**src/design/cus11_pkg.sv**
```systemverilog
package cus11_pkg;

    localparam int WORD_W      = 64;
    localparam int COEFF_WIDTH = 32;
    localparam int COEFF_PORT_W = 32;
    localparam int DIGIT_W     = 4;
    localparam int COUNT_W     = 6;
    localparam int CHUNK_W     = 16;
    localparam int NUM_CHUNKS  = (2 * WORD_W) / CHUNK_W;
    localparam int STEP_W      = CHUNK_W + DIGIT_W;

    localparam logic [WORD_W-1:0] LIMIT_HI = 64'hffd1390a0adc2fb8;
    localparam logic [WORD_W-1:0] LIMIT_LO = 64'hdabbb8174d95c99a;

    localparam logic [COUNT_W-1:0] DIGITS_PER_RUN = 6'd37;
    localparam logic [DIGIT_W-1:0] RADIX          = 4'd11;
    localparam logic [DIGIT_W-1:0] MAX_DIGIT      = 4'd10;
    localparam logic [DIGIT_W-1:0] CENTER_MAX     = 4'd5;

    localparam logic [COEFF_PORT_W-1:0] MODULUS_RESET = 32'd12289;
    localparam logic [COEFF_PORT_W-1:0] COEFF_MASK =
        COEFF_PORT_W'((64'd1 << COEFF_WIDTH) - 64'd1);

    // ceil(2^24 / 11); exact floor(v / 11) for every v below 11 * 2^16
    localparam int RECIP_SHIFT = 24;
    localparam int PROD_W      = STEP_W + RECIP_SHIFT - 3;
    localparam logic [PROD_W-1:0] RECIP11 = PROD_W'(((64'd1 << RECIP_SHIFT) + 64'd10) / 64'd11);

    typedef enum logic [1:0] {
        ST_HIGH,
        ST_LOW,
        ST_RUN
    } state_t;

    typedef struct packed {
        logic load_high;
        logic load_pair;
        logic issue;
        logic last;
    } ctrl_cmd_t;

    typedef struct packed {
        logic word_hi_ok;
        logic pair_ok;
        logic busy;
        logic advance;
    } dp_status_t;

    typedef struct packed {
        logic [CHUNK_W-1:0] quot;
        logic [DIGIT_W-1:0] rem;
    } div_step_t;

    // one radix-2^16 long-division step: (rem_in * 2^16 + chunk) / 11
    function automatic div_step_t div11_step(logic [DIGIT_W-1:0] rem_in,
                                             logic [CHUNK_W-1:0] chunk);
        logic [STEP_W-1:0] v;
        logic [PROD_W-1:0] prod;
        logic [CHUNK_W-1:0] q;
        logic [STEP_W-1:0] back;
        div_step_t res;
        v     = {rem_in, chunk};
        prod  = PROD_W'(v) * RECIP11;
        q     = prod[RECIP_SHIFT +: CHUNK_W];
        back  = v - STEP_W'(q) * STEP_W'(RADIX);
        res.quot = q;
        res.rem  = back[DIGIT_W-1:0];
        return res;
    endfunction

endpackage

```
**src/design/cus11_ctrl.sv**
```systemverilog
module cus11_ctrl (
    input  logic                 clk,
    input  logic                 rst_n,
    input  logic                 in_valid,
    output logic                 in_ready,
    input  cus11_pkg::dp_status_t status,
    output cus11_pkg::ctrl_cmd_t  cmd
);
    import cus11_pkg::*;

    state_t               state_reg;
    state_t               state_next;
    logic [COUNT_W-1:0]   digits_left_reg;
    logic [COUNT_W-1:0]   digits_left_next;
    logic                 in_fire;

    assign in_fire = in_valid && in_ready;

    always_ff @(posedge clk or negedge rst_n)
    begin
        if (!rst_n)
        begin
            state_reg       <= ST_HIGH;
            digits_left_reg <= '0;
        end
        else
        begin
            state_reg       <= state_next;
            digits_left_reg <= digits_left_next;
        end
    end

    always_comb
    begin
        state_next       = state_reg;
        digits_left_next = digits_left_reg;
        unique case (state_reg)
            ST_HIGH:
            begin
                if (in_fire && status.word_hi_ok)
                    state_next = ST_LOW;
            end
            ST_LOW:
            begin
                if (in_fire)
                begin
                    if (status.pair_ok)
                    begin
                        state_next       = ST_RUN;
                        digits_left_next = DIGITS_PER_RUN;
                    end
                    else
                        state_next = ST_HIGH;
                end
            end
            ST_RUN:
            begin
                if (status.advance)
                begin
                    digits_left_next = digits_left_reg - COUNT_W'(1);
                    if (digits_left_reg == COUNT_W'(1))
                        state_next = ST_HIGH;
                end
            end
            default:
            begin
                state_next       = ST_HIGH;
                digits_left_next = '0;
            end
        endcase
    end

    always_comb
    begin
        in_ready      = 1'b0;
        cmd.load_high = 1'b0;
        cmd.load_pair = 1'b0;
        cmd.issue     = 1'b0;
        cmd.last      = (digits_left_reg == COUNT_W'(1));
        unique case (state_reg)
            ST_HIGH:
            begin
                // next high half may arrive while the previous run drains
                in_ready      = 1'b1;
                cmd.load_high = in_valid && status.word_hi_ok;
            end
            ST_LOW:
            begin
                // the division array must be empty before a new pair loads
                in_ready      = !status.busy;
                cmd.load_pair = in_valid && !status.busy && status.pair_ok;
            end
            ST_RUN:
            begin
                cmd.issue = 1'b1;
            end
            default:
            begin
                in_ready = 1'b0;
            end
        endcase
    end

    a_run_has_digits: assert property (@(posedge clk) disable iff (!rst_n)
        state_reg == ST_RUN |-> digits_left_reg != '0)
        else $error("run state with no digits left");

    a_idle_count_zero: assert property (@(posedge clk) disable iff (!rst_n)
        state_reg != ST_RUN |-> digits_left_reg == '0)
        else $error("digit count nonzero outside a run");

    a_load_starts_run: assert property (@(posedge clk) disable iff (!rst_n)
        cmd.load_pair |=> state_reg == ST_RUN && digits_left_reg == DIGITS_PER_RUN)
        else $error("pair load did not start a run");

endmodule

```
**config.mk**
```make
export PLATFORM = sky130hd
export DESIGN_NAME = cus11_ctrl
export DESIGN_NICKNAME = d
export VERILOG_FILES = /design/src/design/cus11_pkg.sv /design/src/design/cus11_ctrl.sv
export SDC_FILE = /design/constraint.sdc
export NUM_CORES = 1
export LEC_CHECK = 0
export BUFFER_PORTS_ARGS = -buffer_cell sky130_fd_sc_hd__buf_4
export CAP_MARGIN = 40
export CORE_ASPECT_RATIO = 0.7
export CORE_MARGIN = 2
export CORE_UTILIZATION = 30
export DETAILED_ROUTE_END_ITERATION = 6
export SLEW_MARGIN = 20
export SYNTH_ARGS = -nofsm -noshare
export SYNTH_HDL_FRONTEND = slang
export SYNTH_SLANG_ARGS = --single-unit
```
**constraint.sdc**
```tcl
create_clock -name clk -period 4.43 [get_ports clk]
set_input_delay 0.443 -clock clk [delete_from_list [all_inputs] [get_ports clk]]
set_output_delay 0.443 -clock clk [all_outputs]
set_load 0.01 [all_outputs]
```
==> flow_summary.ini, run 1 <==
[synthesis]
syn_area_um2 = 586.8
synth_edf_count = 0
syn-num-nets = 81
synth.avg_cell_area_um2 = 8.630
synth_ff_type = dfrtp_1
seq_area_frac_synth_pct = 34.12
ys_ff_latch = 8
yosysWarnings = 0
ys_types = 22
async_flop_share_pct = 100.0
synth_cells = 68

[pwr]
combPwrFrac_pct = 60.4
clock_power_share_pct = 12.9
sequentialPowerShare_pct = 26.7
power_density_mw_per_mm2 = 623.4
swShare_pct = 44.50
p_leak_uw = 0.0003406
p_int_uw = 244.6
switching_power_uw = 196.1
ir_drop_uv = 294.7

[timing]
worst_pin_slew_ns = 0.4441
timing.final.crit_period_ns = 2.031
final-hold-violation-count = 0
fmax_ghz = 0.4923
finalMaxSlewViolations = 0
setup_viol = 0
setup_tns_ns = 0
skew_ns = 0.002166
max_slew_margin_pct = 70.17
rsz0062_at_grt = no
period_share_pct = 45.85

[min_path]
hold_path.class = input pin to register
hold_start = status[2]

[place]
port_buffers = 11
dp_hpwl_um = 997.7
placed_cells = 99
gp_congestion = 0.8262

[global_routing]
grtUsageTotal_pct = 12.01
grt_pass1_vias = 445
grt_overflow_total = 0
grt_max_degree = 11
grt_pass1_wl_um = 1938
antenna_found_initial = 0

[floorplan]
die_area_mm2 = 0.002332
ios = 12
chipHeight_um = 41.01
num_rows = 13
dieWidth_um = 56.86
core_mm2 = 0.001854
start_util_pct = 31.65

[clocking]
ctsRootBufferMaster = clkbuf_4
cts-resized-gates = 0
clock_latency_ns = 0.25
cts_buffer_depth = 2
cts_tree = built
cts_max_level = 1
cts_buffers = 3
clkSinkCount = 8
clkSlewWorstSetupHoldPaths_ns = 0.05

[drt]
dr.pass1.iters = 4
routed_wl_um = 1267
vias_per_cell = 5.214
drt_iter0_drc = 21
num_vias = 537
postRouteAntennaNets = 0
routedWlPerCell_um = 12.30
drc_errors = 0

[final_layout]
layout.nets = 96
seq_area_um2 = 200.2
fin_cells = 103
area_delta_synth_final_pct = 20.47
antenna_cells = 0
drive_above_1_share_pct = 19.75
fillers = 186
largest_register_ff_count = 6
multi_input_area_um2 = 322.8

[flow_run]
maxCapViolCount = 0

[critical_path]
crit_arrival_ns = 1.59
cp-start-kind = register
startpoint = state_reg[1]
endpoint_kind = output pin
rr_startpoint = state_reg[0]
crit_fanout = 8
cp.required_ns = 3.99
worstSetupPathType = register to output pin

[outcome]
status = finished clean
-- power groups by stage --
| stage | Sequential, uW | Combinational (uW) | Clock [uW] |
|---|---|---|---|
| final | 118 | 266 | 56.7 |
| after global routing | 121 | 302 | 65.0 |
| after CTS | 118 | 267 | 58.7 |
| after detailed placement | 119 | 264 | 0 |
| after global placement | 118 | 265 | 0 |
| after floorplan | 114 | 214 | 0 |
-- path summary, 6_finish.rpt --
path / endpoint / slack [ns] / cells past startpoint
max: cmd[2] / 2.40 / 5
min: state_reg[1] / 0.47 / 3
max reg2reg: digits_left_reg[4] / 2.46 / 5
min reg2reg: digits_left_reg[1] / 0.52 / 2
max in group asynchronous: state_reg[0] / 3.75 / 2
min in group asynchronous: digits_left_reg[5] / 0.55 / 2
-- layout by cell type, fill, tap and decap left out, drive strengths merged --
cell / Yosys / layout
a221o: 1 / 1
dfrtp: 8 / 8
nand2: 6 / 6
o221ai: 1 / 1
and3: 2 / 2
or2: 1 / 1
nor2: 3 / 3
buf: 2 / 11
clkbuf: 0 / 3
o21ai: 9 / 9
o31ai: 1 / 1
a31oi: 3 / 3
dlygate4sd3: 0 / 1
inv: 11 / 11
nand3b: 2 / 2
mux2: 1 / 1
nor3: 3 / 3
ha: 6 / 6
o41ai: 1 / 1
a2bb2oi: 1 / 1
or4: 1 / 1
a21oi: 2 / 2
and4: 1 / 1
mux2i: 2 / 2
-- through the flow --
step / utilization [%] / hold slack, ns / setup slack (ns) / power, uW / area [um^2]
5_1_grt: 38.12 / 0.4716 / 2.284 / 488.2 / 706.9
3_3_place_gp: 36.37 / 0.2688 / 2.566 / 382.9 / 674.4
3_5_place_dp: 36.37 / 0.2714 / 2.506 / 382.4 / 674.4
4_1_cts: 38.12 / 0.4712 / 2.426 / 443.8 / 706.9
2_1_floorplan: - / 0.1474 / 2.620 / 328.0 / 586.8
6_report: 38.12 / 0.4722 / 2.399 / 440.7 / 706.9
-- area by class of cell --
cell class,instances,area share [%]
multi-input cells,47,45.66
flip-flops and latches,8,28.32
repair buffers,12,13.10
inverters,11,5.841
well taps,22,3.894
clock buffers,3,3.186
-- Yosys cell counts, types with 3 or more instances --
library cell / instances / area, um^2
ha_1: 6 / 75.07
nor3_1: 3 / 15.01
dfrtp_1: 8 / 200.2
a31oi_1: 3 / 18.77
o21ai_0: 9 / 45.04
nor2_1: 3 / 11.26
nand2_1: 6 / 22.52
inv_1: 11 / 41.29
-- repair_timing --
action	in CTS	in global routing
hold endpoints to repair	8	0
setup buffers	0	0
hold buffers	1	0
-- worst max-delay path, stage by stage (launching register included) --
cell and delay [ns]:
dfrtp_1 0.37, inv_1 0.12, ha_1 0.34, inv_1 0.13, nor3_1 0.22, buf_4 0.16
-- kinds of logic after synthesis --
kind of cell,synth area share (%)
flops,34.11
buf+inv,10.87
compound gates,20.04
mux,5.330
simple gates,16.84
fa+ha+maj,12.79
-- layer usage --
metal  share of wire (%)  track usage [%]  routed length, um  vias to the layer above
li1                    -                -                  -                      269
met4                0.47            4.070                  6                        0
met5                   0                0                  0                        -
met1                  51            14.66                640                      258
met2                  44            18.02                563                        8
met3                 4.5            6.940                 57                        2
(Power assumes the default switching activity.)
==> run 2: changes to the inputs <==
==> constraint.sdc (replaced) <==
create_clock -name clk -period 1.8 [get_ports clk]
set_input_delay 0.18 -clock clk [delete_from_list [all_inputs] [get_ports clk]]
set_output_delay 0.18 -clock clk [all_outputs]
set_load 0.01 [all_outputs]
==> run 2 against run 1 <==
Effect of this change: first-iteration DRC count increased by 33%; clock skew increased by 0.0061 ns; total power increased to 2.7 times the previous value; combinational power increased to 2.8 times the previous value; final area increased by 6.0%; core utilization increased by 2.3 points; critical path depth unchanged; die area unchanged; global-route usage increased by 0.65 points; clock-buffer cell count unchanged; non-clock buffer count increased by 5; sequential share of layout area decreased by 1.6 points; largest power group unchanged; highest routed layer is now met3.
==> flow_summary.ini, run 2 (synthesized netlist as in run 1, its figures left out) <==
[critical_path]
crit_arrival_ns = 1.87
endpoint_kind = register
crit_fanout = 4
rr_startpoint = state_reg[0]
cp.required_ns = 1.98
cp-start-kind = register
rr_worst_depth = 5
r2r_setup_slack_ns = 0.11
r2r-end = digits_left_reg[4]
worstSetupPathType = register to register

[global_routing]
grt_pass1_vias = 478
grt_max_degree = 9
grt_pass1_wl_um = 2125
grt_overflow_total = 0
grtUsageTotal_pct = 12.66
antenna_found_initial = 0

[timing]
worst_pin_slew_ns = 0.4504
finalMaxSlewViolations = 0
timing.final.crit_period_ns = 1.689
skew_ns = 0.008295
setup_viol = 0
rsz0062_at_grt = no
setup_tns_ns = 0
final-hold-violation-count = 0
fmax_ghz = 0.5921
period_share_pct = 93.83
setup_ws_ns = 0.1111
max_slew_margin_pct = 69.74

[drt]
routedWlPerCell_um = 12.73
num_vias = 538
postRouteAntennaNets = 0
routed_wl_um = 1375
drt_iter0_drc = 28
vias_per_cell = 4.981
dr.pass1.iters = 4
drc_errors = 0

[min_path]
hold_path.class = input pin to register
hold_path_depth = 3
hold_start = status[2]
holdPathEnd = state_reg[1]

[floorplan]
core_mm2 = 0.001854
num_rows = 13
ios = 12
dieWidth_um = 56.86
die_area_mm2 = 0.002332
chipHeight_um = 41.01
start_util_pct = 31.65

[pwr]
p_leak_uw = 0.0003603
ir_drop_uv = 719.2
power_density_mw_per_mm2 = 1590

[final_layout]
layout_common_cells = buf_4 (16), inv_1 (10), o21ai_0 (8), dfrtp_1 (8), nand2_1 (6)
largest_register_ff_count = 6
area_delta_synth_final_pct = 27.72
fin_util_pct = 40.42
fin_cells = 108
drive_above_1_share_pct = 27.91
antenna_cells = 0
mostFrequentLayoutCell = buf_4
layout.nets = 101

[place]
dp_hpwl_um = 1061
placed_cells = 103
gp_congestion = 0.7722
port_buffers = 11
dp_slack_ns = 0.08521

[clocking]
clock_latency_ns = 0.26
cts_buffers = 3
ctsRootBufferMaster = clkbuf_4
clkSinkCount = 8
cts_buffer_depth = 2
cts_max_level = 1
clkSlewWorstSetupHoldPaths_ns = 0.06
cts_tree = built

[flow_run]
maxCapViolCount = 0

[outcome]
status = finished clean
==> run 2: cell count changes in the layout (fill, tap and decap cells not counted), sizes merged <==
cell	change
buf	+5
==> run 2: worst max path at each step <==
stage                       startpoint                  to  slack (ns)  cells after the start
after floorplan           state_reg[1]  digits_left_reg[4]        0.01                      7
after global placement    state_reg[1]  digits_left_reg[4]        0.12                      5
after global routing      state_reg[0]  digits_left_reg[4]       0.002                      5
after CTS                 state_reg[1]  digits_left_reg[4]        0.06                      5
after detailed placement  state_reg[1]  digits_left_reg[4]        0.09                      5
final                     state_reg[0]  digits_left_reg[4]        0.11                      5
==> run 2: critical path: stages (launching register included) <==
cell	delay (ns)
dfrtp_1	0.39
inv_2	0.07
ha_2	0.19
a221o_1	0.38
or4_1	0.50
o21ai_1	0.08
==> run 2: area by class of cell <==
class | count | area [um^2]
Timing Repair Buffer | 17 | 130.1
Sequential cell | 8 | 200.2
Inverter | 11 | 41.29
Multi-Input combinational cell | 47 | 327.8
Clock buffer | 3 | 22.52
Tap cell | 22 | 27.53
Fill cell | 196 | 1105
==> run 2: repair_timing <==
item                                   4_1_cts  5_1_grt
setup endpoints to repair                    0        1
endpoints found under the hold margin        8        0
resized for setup                            0        3
hold buffers                                 1        0
setup buffers                                0        1
==> run 2: report_power, final <==
part           total (uW)  switching, uW  internal (uW)  leakage, uW
Sequential            294           51.2            242     0.000107
Combinational         754            403            351     0.000240
Clock                 144           67.5           76.8    0.0000138
Total                1190            521            670     0.000360
==> run 2: per-layer routing <==
metal	share of wire (%)	vias up	track usage, %
li1	-	276	-
met3	3.8	0	5.994
met5	0	-	0
met1	51	254	16.38
met4	0	0	2.907
met2	45	8	19.48
==> run 2: stage by stage <==
stage / hold WS, ns / power [uW] / area (um^2)
6_report: 0.2147 / 1191 / 749.5
5_1_grt: 0.2211 / 1294 / 749.5
4_1_cts: 0.2142 / 1156 / 739.5
3_5_place_dp: 0.006833 / 1005 / 706.9
3_3_place_gp: 0.007927 / 989.6 / 706.9
2_1_floorplan: -0.1156 / 809.6 / 589.3
